===== config.mk =====
export PLATFORM = sky130hd
export DESIGN_NAME = ipv4_dotted_address_parser
export DESIGN_NICKNAME = d
export VERILOG_FILES = /design/src/hdl/ipv4_dap_pkg.sv /design/src/hdl/ipv4_dap_in_reg.sv /design/src/hdl/ipv4_dap_core.sv /design/src/hdl/ipv4_dap_out_reg.sv /design/src/hdl/ipv4_dotted_address_parser.sv
export SDC_FILE = /design/constraint.sdc
export NUM_CORES = 1
export LEC_CHECK = 0
export ABC_AREA = 1
export BUFFER_PORTS_ARGS = -buffer_cell sky130_fd_sc_hd__buf_2
export CAP_MARGIN = 20
export CORE_MARGIN = 1
export CORE_UTILIZATION = 54
export CTS_CLUSTER_SIZE = 28
export DETAILED_ROUTE_END_ITERATION = 12
export PLACE_DENSITY = 0.8
export SLEW_MARGIN = 20
export SYNTH_ARGS = -nofsm -noshare
export SYNTH_HDL_FRONTEND = slang
export SYNTH_SLANG_ARGS = --single-unit
export TNS_END_PERCENT = 50

===== constraint.sdc =====
create_clock -name aclk -period 6.48 [get_ports aclk]
set_input_delay 0.648 -clock aclk [delete_from_list [all_inputs] [get_ports aclk]]
set_output_delay 0.648 -clock aclk [all_outputs]
set_load 0.03 [all_outputs]

===== src/hdl/ipv4_dap_pkg.sv =====
`timescale 1ns / 1ps
// ----------------------------------------------------------------------------
// ipv4_dap_pkg
// shared types and constants of the dotted-address parser
// ----------------------------------------------------------------------------
package ipv4_dap_pkg;

    // request kinds on the input channel
    localparam logic OP_CHAR = 1'b0;
    localparam logic OP_END  = 1'b1;

    // character codes
    localparam logic [7:0] CHAR_DOT   = 8'h2E;
    localparam logic [7:0] CHAR_ZERO  = 8'h30;
    localparam logic [7:0] CHAR_SEVEN = 8'h37;
    localparam logic [7:0] CHAR_NINE  = 8'h39;

    // saturation value of a part (2^32)
    localparam logic [32:0] VALUE_CAP = 33'h1_0000_0000;
    // largest index of a part
    localparam logic [2:0] LAST_PART = 3'd3;

    typedef enum logic [1:0] {
        MODE_EMPTY = 2'd0,
        MODE_DEC   = 2'd1,
        MODE_OCT   = 2'd2
    } part_mode_t;

    typedef struct packed {
        logic       operation;
        logic [7:0] char_code;
    } item_t;

    typedef struct packed {
        logic        ok;
        logic [31:0] address;
    } result_t;

endpackage


===== src/hdl/ipv4_dap_in_reg.sv =====
`timescale 1ns / 1ps
// ----------------------------------------------------------------------------
// ipv4_dap_in_reg
// input register stage, takes a request every cycle when the parser moves
// ----------------------------------------------------------------------------
module ipv4_dap_in_reg (
    input  logic                 aclk,
    input  logic                 aresetn,
    input  logic                 s_valid,
    output logic                 s_ready,
    input  logic                 s_operation,
    input  logic [7:0]           s_char_code,
    output logic                 item_valid,
    output ipv4_dap_pkg::item_t  item,
    input  logic                 item_ready
);
    import ipv4_dap_pkg::*;

    logic  valid_reg;
    logic  valid_next;
    item_t item_reg;

    assign s_ready    = !valid_reg || item_ready;
    assign valid_next = s_ready ? s_valid : valid_reg;

    always_ff @(posedge aclk) begin
        if (!aresetn) begin
            valid_reg <= 1'b0;
        end else begin
            valid_reg <= valid_next;
        end
        if (s_ready && s_valid) begin
            item_reg.operation <= s_operation;
            item_reg.char_code <= s_char_code;
        end
    end

    assign item_valid = valid_reg;
    assign item       = item_reg;

endmodule


===== src/hdl/ipv4_dap_core.sv =====
`timescale 1ns / 1ps
// ----------------------------------------------------------------------------
// ipv4_dap_core
// parse state and per-character update, builds the result on end requests
// ----------------------------------------------------------------------------
module ipv4_dap_core (
    input  logic                    aclk,
    input  logic                    aresetn,
    input  logic                    item_valid,
    input  ipv4_dap_pkg::item_t     item,
    output logic                    item_ready,
    output logic                    res_valid,
    output ipv4_dap_pkg::result_t   res,
    input  logic                    res_ready
);
    import ipv4_dap_pkg::*;

    logic [2:0]  part_index_reg, part_index_next;
    logic [32:0] part_value_reg, part_value_next;
    logic        overflow_reg, overflow_next;
    part_mode_t  part_mode_reg, part_mode_next;
    logic [31:0] assembled_reg, assembled_next;
    logic        error_reg, error_next;

    logic        take;
    logic        is_end;
    logic [7:0]  code;
    logic [7:0]  code_off;
    logic [3:0]  digit;
    logic        is_digit;
    logic        is_octal_digit;
    logic [36:0] wide_value;
    logic [36:0] acc_dec;
    logic [36:0] acc_oct;
    logic [36:0] acc_sel;
    logic        fits;
    logic [31:0] end_address;

    assign is_end     = (item.operation == OP_END);
    assign item_ready = !is_end || res_ready;
    assign take       = item_valid && item_ready;
    assign res_valid  = take && is_end;

    assign code           = item.char_code;
    assign code_off       = code - CHAR_ZERO;
    assign digit          = code_off[3:0];
    assign is_digit       = (code >= CHAR_ZERO) && (code <= CHAR_NINE);
    assign is_octal_digit = (code <= CHAR_SEVEN);

    // value * 10 + d and value * 8 + d, never past 2^36
    assign wide_value = {4'b0, part_value_reg};
    assign acc_dec    = (wide_value << 3) + (wide_value << 1) + {33'b0, digit};
    assign acc_oct    = (wide_value << 3) + {33'b0, digit};
    assign acc_sel    = (part_mode_reg == MODE_OCT) ? acc_oct : acc_dec;

    // last part must fit the bytes left over
    always_comb begin
        case (part_index_reg)
            3'd0:    fits = !part_value_reg[32];
            3'd1:    fits = (part_value_reg[32:24] == 9'd0);
            3'd2:    fits = (part_value_reg[32:16] == 17'd0);
            3'd3:    fits = (part_value_reg[32:8] == 25'd0);
            default: fits = 1'b0;
        endcase
    end

    // last part fills the top bytes, its low byte in the top byte
    always_comb begin
        end_address = assembled_reg;
        for (int k = 0; k < 4; k++) begin
            if (k + int'(part_index_reg) <= 3) begin
                end_address[8*(3-k) +: 8] = end_address[8*(3-k) +: 8]
                                          | part_value_reg[8*k +: 8];
            end
        end
    end

    always_comb begin
        res.ok      = !error_reg && (part_mode_reg != MODE_EMPTY) && !overflow_reg
                   && (part_index_reg <= LAST_PART) && fits;
        res.address = res.ok ? end_address : 32'd0;
    end

    always_comb begin
        part_index_next = part_index_reg;
        part_value_next = part_value_reg;
        overflow_next   = overflow_reg;
        part_mode_next  = part_mode_reg;
        assembled_next  = assembled_reg;
        error_next      = error_reg;
        if (take) begin
            if (is_end) begin
                part_index_next = 3'd0;
                part_value_next = 33'd0;
                overflow_next   = 1'b0;
                part_mode_next  = MODE_EMPTY;
                assembled_next  = 32'd0;
                error_next      = 1'b0;
            end else if (!error_reg) begin
                if (code == CHAR_DOT) begin
                    if (part_mode_reg == MODE_EMPTY || overflow_reg
                        || part_value_reg[32:8] != 25'd0
                        || part_index_reg >= LAST_PART) begin
                        error_next = 1'b1;
                    end else begin
                        for (int b = 0; b < 3; b++) begin
                            if (part_index_reg[1:0] == 2'(b)) begin
                                assembled_next[8*b +: 8] = assembled_reg[8*b +: 8]
                                                         | part_value_reg[7:0];
                            end
                        end
                        part_index_next = part_index_reg + 3'd1;
                        part_value_next = 33'd0;
                        overflow_next   = 1'b0;
                        part_mode_next  = MODE_EMPTY;
                    end
                end else if (!is_digit) begin
                    error_next = 1'b1;
                end else if (part_mode_reg == MODE_EMPTY) begin
                    part_mode_next  = (code == CHAR_ZERO) ? MODE_OCT : MODE_DEC;
                    part_value_next = {29'd0, digit};
                end else if (part_mode_reg == MODE_OCT && !is_octal_digit) begin
                    error_next = 1'b1;
                end else if (acc_sel[36:32] != 5'd0) begin
                    overflow_next   = 1'b1;
                    part_value_next = VALUE_CAP;
                end else begin
                    part_value_next = acc_sel[32:0];
                end
            end
        end
    end

    always_ff @(posedge aclk) begin
        if (!aresetn) begin
            part_index_reg <= 3'd0;
            part_value_reg <= 33'd0;
            overflow_reg   <= 1'b0;
            part_mode_reg  <= MODE_EMPTY;
            assembled_reg  <= 32'd0;
            error_reg      <= 1'b0;
        end else begin
            part_index_reg <= part_index_next;
            part_value_reg <= part_value_next;
            overflow_reg   <= overflow_next;
            part_mode_reg  <= part_mode_next;
            assembled_reg  <= assembled_next;
            error_reg      <= error_next;
        end
    end

    a_index_range: assert property (@(posedge aclk) disable iff (!aresetn)
        part_index_reg <= LAST_PART)
        else $error("part index past last part");

    a_overflow_saturates: assert property (@(posedge aclk) disable iff (!aresetn)
        overflow_reg |-> (part_value_reg == VALUE_CAP))
        else $error("overflowed part not saturated");

    a_end_clears: assert property (@(posedge aclk) disable iff (!aresetn)
        (take && is_end) |=> (part_index_reg == 3'd0 && part_mode_reg == MODE_EMPTY
                              && !error_reg && assembled_reg == 32'd0))
        else $error("state not cleared after end request");

    a_reject_zero: assert property (@(posedge aclk) disable iff (!aresetn)
        (res_valid && !res.ok) |-> (res.address == 32'd0))
        else $error("rejected result carries an address");

endmodule


===== src/hdl/ipv4_dap_out_reg.sv =====
`timescale 1ns / 1ps
// ----------------------------------------------------------------------------
// ipv4_dap_out_reg
// result register, loads a new result while the old one is being taken
// ----------------------------------------------------------------------------
module ipv4_dap_out_reg (
    input  logic                   aclk,
    input  logic                   aresetn,
    input  logic                   res_valid,
    input  ipv4_dap_pkg::result_t  res,
    output logic                   res_ready,
    output logic                   m_valid,
    input  logic                   m_ready,
    output logic                   m_ok,
    output logic [31:0]            m_address
);
    import ipv4_dap_pkg::*;

    logic    valid_reg;
    logic    valid_next;
    result_t res_reg;

    assign res_ready  = !valid_reg || m_ready;
    assign valid_next = res_ready ? res_valid : valid_reg;

    always_ff @(posedge aclk) begin
        if (!aresetn) begin
            valid_reg <= 1'b0;
        end else begin
            valid_reg <= valid_next;
        end
        if (res_ready && res_valid) begin
            res_reg <= res;
        end
    end

    assign m_valid   = valid_reg;
    assign m_ok      = res_reg.ok;
    assign m_address = res_reg.address;

endmodule


===== src/hdl/ipv4_dotted_address_parser.sv =====
`timescale 1ns / 1ps
// ----------------------------------------------------------------------------
// ipv4_dotted_address_parser
// streaming inet_aton-style ipv4 text parser
// ----------------------------------------------------------------------------
// A string comes in as one character request per cycle (s_operation low)
// followed by one end request (s_operation high, s_char_code ignored). The
// text holds one to four dot-separated parts, decimal, or octal when a part
// starts with '0'; every part but the last must be below 256 and lands in
// byte number part_index of the address (first octet in the low byte), the
// last part fills the remaining bytes from the top down. Each end request
// gives exactly one result: m_ok, and m_address (zero when not ok); character
// requests give none. The block takes one request every cycle unless an end
// request is held back: a request sits in an input register, the parse state
// advances by one character through a single multiply-by-ten-or-eight add per
// cycle, and the result is held in an output register so new characters keep
// flowing while a result waits. m_valid rises when an end request, past the
// input register, loads the free result register; an end request waits in the
// input register while an earlier result is still held. Rejected strings:
// empty string or part, trailing dot, five or more parts, stray characters
// (including a hex prefix), 8 or 9 in an octal part, oversized parts.
// ----------------------------------------------------------------------------
module ipv4_dotted_address_parser (
    input  logic        aclk,
    input  logic        aresetn,
    // request channel
    input  logic        s_valid,
    output logic        s_ready,
    input  logic        s_operation,
    input  logic [7:0]  s_char_code,
    // result channel
    output logic        m_valid,
    input  logic        m_ready,
    output logic        m_ok,
    output logic [31:0] m_address
);
    import ipv4_dap_pkg::*;

    // registered request toward the parser
    logic    item_valid;
    logic    item_ready;
    item_t   item;

    // finished result toward the output register
    logic    res_valid;
    logic    res_ready;
    result_t res;

    // input register stage
    ipv4_dap_in_reg u_in_reg (
        .aclk        (aclk),
        .aresetn     (aresetn),
        .s_valid     (s_valid),
        .s_ready     (s_ready),
        .s_operation (s_operation),
        .s_char_code (s_char_code),
        .item_valid  (item_valid),
        .item        (item),
        .item_ready  (item_ready)
    );

    // parse state, consumes characters freely, end requests need a free slot
    ipv4_dap_core u_core (
        .aclk       (aclk),
        .aresetn    (aresetn),
        .item_valid (item_valid),
        .item       (item),
        .item_ready (item_ready),
        .res_valid  (res_valid),
        .res        (res),
        .res_ready  (res_ready)
    );

    // result register
    ipv4_dap_out_reg u_out_reg (
        .aclk      (aclk),
        .aresetn   (aresetn),
        .res_valid (res_valid),
        .res       (res),
        .res_ready (res_ready),
        .m_valid   (m_valid),
        .m_ready   (m_ready),
        .m_ok      (m_ok),
        .m_address (m_address)
    );

endmodule

Word-level counts from Yosys, hierarchy flattened
Cells that the tools add are included.
- latch bits: 0
- bits in writable memories: 0
- memories: 0
- register bits: 108
- output and inout bits: 35
- logic and storage cells: 145
- memory bits (read-only): 0
- input bits: 13
- multiplexer cells: 46
- multiply operators: 0
- reduce and logical (&&, ||, !) cells: 47
- order comparisons: 9
- bitwise gates (word level): 6
- div/mod/pow operators: 0
- equality and inequality tests: 14
- shift-type cells: 0
- add/subtract/negate cells: 8
- operators by type and width (cell ; count):
    $mux 33 ; 8
    $le 32x3->1 const B ; 3
    $mux 24 ; 4
    $mux 8 ; 6
    $or 8x8->8 ; 6
    $add 36x34->37 ; 1
    $add 36x4->37 ; 1
    $add 37x4->37 ; 1
    $mux 37 ; 1
    $logic_not 25->1 ; 1
    $reduce_and 5->1 ; 5
    $reduce_bool 25->1 ; 1
    $logic_not 17->1 ; 1
    $eq 8x6->1 const B ; 2
    $le 8x6->1 const B ; 2
    $mux 1 ; 15
    $mux 2 ; 7
    $mux 3 ; 4
    $logic_and 1x1->1 ; 10
    $reduce_bool 2->1 ; 5
    $logic_not 9->1 ; 1
    $reduce_bool 3->1 ; 3
    $add 2x3->4 const A ; 2
    $ge 8x6->1 const B ; 1
    other kinds (22) ; 39

Longest topological paths before layout
- depth in word-level cells: 11
- mapped depth: 23
- gate-level depth less buffers: 21

Modules after synthesis
A second synthesis with hierarchy kept.
- cells, all modules: 1233
- area, all modules: 8439.3 sq um
- by module, submodules not included (module ; area an instance (sq um) ; times used ; cells each ; sequential area each (sq um)):
    ipv4_dap_core ; 7075.5 ; 1 ; 1177 ; 1281.2
    ipv4_dap_out_reg ; 1042.2 ; 1 ; 40 ; 1011.0
    ipv4_dap_in_reg ; 321.6 ; 1 ; 16 ; 290.3

Worst setup path after synthesis
OpenSTA, ideal clock, no wires.
- path type: flip-flop to flip-flop
- from: register u_core.part_value_reg[2]
- to: register u_core.part_value_reg[8]
- cell stages (with the launch flop): 19
- library setup time: 67 ps
- clock period less this slack: 2950 ps
- buffers on the path: 2
- data required time: 6413 ps
- slack: 3530 ps
- arrival: 2883 ps
- cell sequence: dfxtp_1 -> buf_4 -> inv_1 -> fa_1 -> fa_1 -> nor2_1 -> o21ai_1 -> nand2_1 -> nand2_1 -> nand2_1 -> nand2_1 -> nand3_1 -> nand3_1 -> nor2_1 -> nor2_2 -> nor2_8 -> buf_12 -> nand4_2 -> a21oi_2
- longest elaborated chain between the ends: 11
- elaborated cells on any way between the ends: 12
- those cells by class: add/sub (3); mux (8); reduce/logical (1)
- RTL lines (element ; RTL line ; text):
    from (decl) ; ipv4_dap_core.sv:19 ; logic [32:0] part_value_reg, part_value_next;
    from (signal assigned) ; ipv4_dap_core.sv:144 ; part_value_reg <= part_value_next;
    $add 36x34->37 ; ipv4_dap_core.sv:52 ; assign acc_dec = (wide_value << 3) + (wide_value << 1) + {33'b0, digit};
    $add 37x4->37 ; ipv4_dap_core.sv:52 ;
    $mux 37 (*) ; ipv4_dap_core.sv:54 ; assign acc_sel = (part_mode_reg == MODE_OCT) ? acc_oct : acc_dec;
    $reduce_bool 5->1 ; ipv4_dap_core.sv:124 ; end else if (acc_sel[36:32] != 5'd0) begin
    $mux 33 (*) ; ipv4_dap_core.sv:124 ;
    $mux 33 (*) ; ipv4_dap_core.sv:122 ; end else if (part_mode_reg == MODE_OCT && !is_octal_digit) begin
    $mux 33 (*) ; ipv4_dap_core.sv:119 ; end else if (part_mode_reg == MODE_EMPTY) begin
    $mux 33 (*) ; ipv4_dap_core.sv:117 ; end else if (!is_digit) begin
    $mux 33 (*) ; ipv4_dap_core.sv:100 ; if (code == CHAR_DOT) begin
    $mux 33 (*) ; ipv4_dap_core.sv:99 ; end else if (!error_reg) begin
    $mux 33 (*) ; ipv4_dap_core.sv:92 ; if (is_end) begin
Every way passes the cells marked *; elsewhere a longest branch is shown, timed or not. The select of a mux whose other input is x is not followed.
A chain may end at the register's enable or synchronous reset.

Worst setup path after layout
- from: register u_core.part_value_reg[0]
- to: register u_core.part_value_reg[24]
Same word-level chain as after synthesis.

==> results.yml <==
run_status:
  status: "complete, no violations"
route:
  finalWirelength_mm: 22.6
  ant_nets: 0
  via_per_inst: 5.71
  vias: 8323
  drcViolationCount: 0
  drt-pass1-iter-count: 6
  wl_per_cell_um: 15.5
  drt_iter0_drc: 658
timing:
  setup_slack_ps: 2900
  relSlewSlack_pct: 39.9
  finalCriticalPeriod_ps: 3580
  fin_crit_sh_pct: 55.2
  setup_viol: 0
  drv_slew: 0
  timing.hold.ws_ps: 451
  finalHoldViolCount: 0
  worst_clock_skew_ps: 11.0
  worst_pin_slew_ps: 899
  fmax_mhz: 279
  tns_ps: 0
  rsz0062_at_grt: "no"
power_and_ir_drop:
  p_sw_share_pct: 27.6
  pwr-share-seq_pct: 49.6
  combPwrFrac_pct: 12.5
  p_leak_nw: 4.02
  power_mw: 1.48
  switching_power_mw: 0.408
  p_per_area_nw_per_um2: 163
  intPower_mw: 1.07
  clkPwrFrac_pct: 37.9
  peakVddDrop_uv: 160
clocking:
  cts_max_path_buffers: 2
  clock_sinks: 108
  clock_latency_ps: 360
  ctsResizeCount: 0
  cts_made_buffers: 9
  post_cts_buffers: 0
  hold_buffers: 0
  root_buffer: "clkbuf_16"
  cts_tree: "done"
  clk_pin_slew_ps: 80
  h-tree-depth: 3
floorplanning:
  start_util_pct: 55.5
  core_area_um2: 15200
  pin_count: 48
  num_rows: 45
  die-area_um2: 16100
  die_w_um: 127
  die_h_um: 127
place:
  place_ws_ps: 2950
  dp_cells: 1441
  place_area_um2: 8780
  gp_congestion: 0.948
  port_buffers: 47
  dpl.hpwl_mm: 17.3
cells_and_area:
  fillers: 1383
  num_antenna_cells: 0
  largest_register_ffs: 33
  regArea_um2: 2580
  multiInputGateArea_um2: 5000
  final_cell_count_no_fill: 1458
  final_util_pct: 59.9
  fin_nets: 1353
  area_growth_pct: 8.03
  final_area_um2: 9110
  drive_gt1_share_pct: 10.4
critical_path:
  crit_start: "u_core.part_value_reg[0]"
  crit_required_ps: 6770
  r2r.worst_path.cells: 16
  endpoint: "u_core.part_value_reg[24]"
  arrival_ps: 3870
  worstSetupPathType: "reg -> reg"
  rr_startpoint: "u_core.part_value_reg[0]"
  reg2reg_slack_ps: 2900
  worstSetupStartpointType: "register"
  r2r-end: "u_core.part_value_reg[24]"
  cp_max_fo: 28
  cp-end-kind: "register"
global_routing:
  grt_usage_pct: 28.3
  grt.overflow.total: 0
  grt_pass1_wl_mm: 36.3
  antenna_found_initial: 0
  grt_pass1_vias: 7751
  grt_start_max_net_pins: 47
synthesis:
  ys_seq_area_share_pct: 30.6
  ys_types: 47
  ys_warn_count: 0
  ys_seq_elements: 108
  syn-num-nets: 1318
  syn_area_um2: 8430
  synth-edff-count: 42
  synth.avg_cell_area_um2: 6.86
  syn_inst: 1230
  synthArstFlopShare_pct: 0
  ys.flop_type: "dfxtp_1"
worst_hold_path:
  hp-class: "reg -> reg"
flow_run:
  drv_cap: 0
-- Yosys cell counts (6+ instances only) --
master / count / area, um^2
a21oi_1: 156 / 781
buf_4: 6 / 45.0
clkbuf_1: 19 / 71.3
dfxtp_1: 66 / 1320
edfxtp_1: 42 / 1260
ha_1: 73 / 913
inv_1: 175 / 657
inv_2: 6 / 22.5
nand2_1: 299 / 1120
nand2_2: 7 / 43.8
nand3_1: 58 / 290
nand4_1: 17 / 106
nand4_2: 10 / 125
nor2_1: 106 / 398
nor3_1: 29 / 145
o21ai_0: 58 / 290
o21bai_1: 10 / 75.1
or2_2: 20 / 125
xor2_1: 7 / 61.3
-- area by class of cell --
| type | count | share of cell area [%] |
|---|---|---|
| inverter | 186 | 7.66 |
| timing repair buffer | 53 | 3.30 |
| sequential | 108 | 28.3 |
| multi-input combinational | 907 | 54.8 |
| clock buffer | 9 | 2.47 |
| tap | 188 | 2.58 |
| clock inverter | 7 | 0.810 |
-- routing by layer --
| metal | share of wire [%] | vias up | GRT usage (%) |
|---|---|---|---|
| met2 | 49 | 354 | 49.7 |
| met1 | 41 | 3767 | 35.7 |
| li1 | - | 4146 | - |
| met4 | 2.4 | 0 | 9.10 |
| met5 | 0 | - | 0 |
| met3 | 7.8 | 56 | 4.19 |
-- logic make-up after synthesis --
group           synth area share, %
simple gates                   31.2
buf+inv                        10.1
flops                          30.6
mux                           0.119
fa+ha+maj                      11.3
xor+xnor                       1.14
compound gates                 15.4
-- cell usage in the layout (no fill, tap or decap), types with 2 or more instances in the layout --
cell	count
dfxtp_1	66
a21o_1	3
clkbuf_16	9
a31oi_1	2
ha_1	73
buf_2	47
inv_1	175
nand2_1	299
nor3_2	4
clkinv_1	5
edfxtp_1	42
a21oi_1	156
fa_1	2
nand2_2	7
buf_4	5
o21a_1	3
o221ai_1	2
nor2_4	3
nand3b_1	5
xor2_1	7
nand3_4	2
and3_1	2
nand3_2	2
o21bai_1	10
nand4_1	17
nor4_1	3
nor2_2	5
nor3_1	29
or2_2	20
o21ai_0	58
xnor2_1	4
a21oi_2	2
inv_6	2
nand4_2	10
a211oi_1	4
clkinv_2	2
o31ai_1	2
inv_2	6
nand3_1	58
nor2_1	106
-- how the worst min path moves through the flow --
stage,to,startpoint,slack (ps),cells after the start
after floorplan,u_core.assembled_reg[10],u_core.assembled_reg[10],430,2
after global placement,u_core.assembled_reg[9],u_core.assembled_reg[9],440,2
after detailed placement,u_core.assembled_reg[10],u_core.assembled_reg[10],440,2
after CTS,u_core.assembled_reg[10],u_core.assembled_reg[10],450,2
after global routing,u_in_reg.item[8],s_operation,450,1
final,u_core.assembled_reg[15],u_core.assembled_reg[15],450,2
-- critical path, stage by stage (launching register included) --
cell     delay, ps
dfxtp_1        470
inv_1          130
fa_1           540
fa_1           500
nor2_1         210
o21ai_1         90
nand2_1        110
nand2_1         60
nand2_1        170
nand2_1        100
nand3_1        100
nand3_1         90
nor2_1         150
nor2_2          80
nor2_8         400
nand4_2        160
a21oi_1        170
-- power groups by stage --
stage | combinational, mW | clock (mW) | sequential (mW)
finish | 0.185 | 0.561 | 0.735
global route | 0.202 | 0.588 | 0.737
CTS | 0.181 | 0.561 | 0.735
detailed placement | 0.180 | 0 | 0.750
global placement | 0.177 | 0 | 0.749
floorplan | 0.131 | 0 | 0.753
Note: power is estimated with default switching activity, not from simulation.
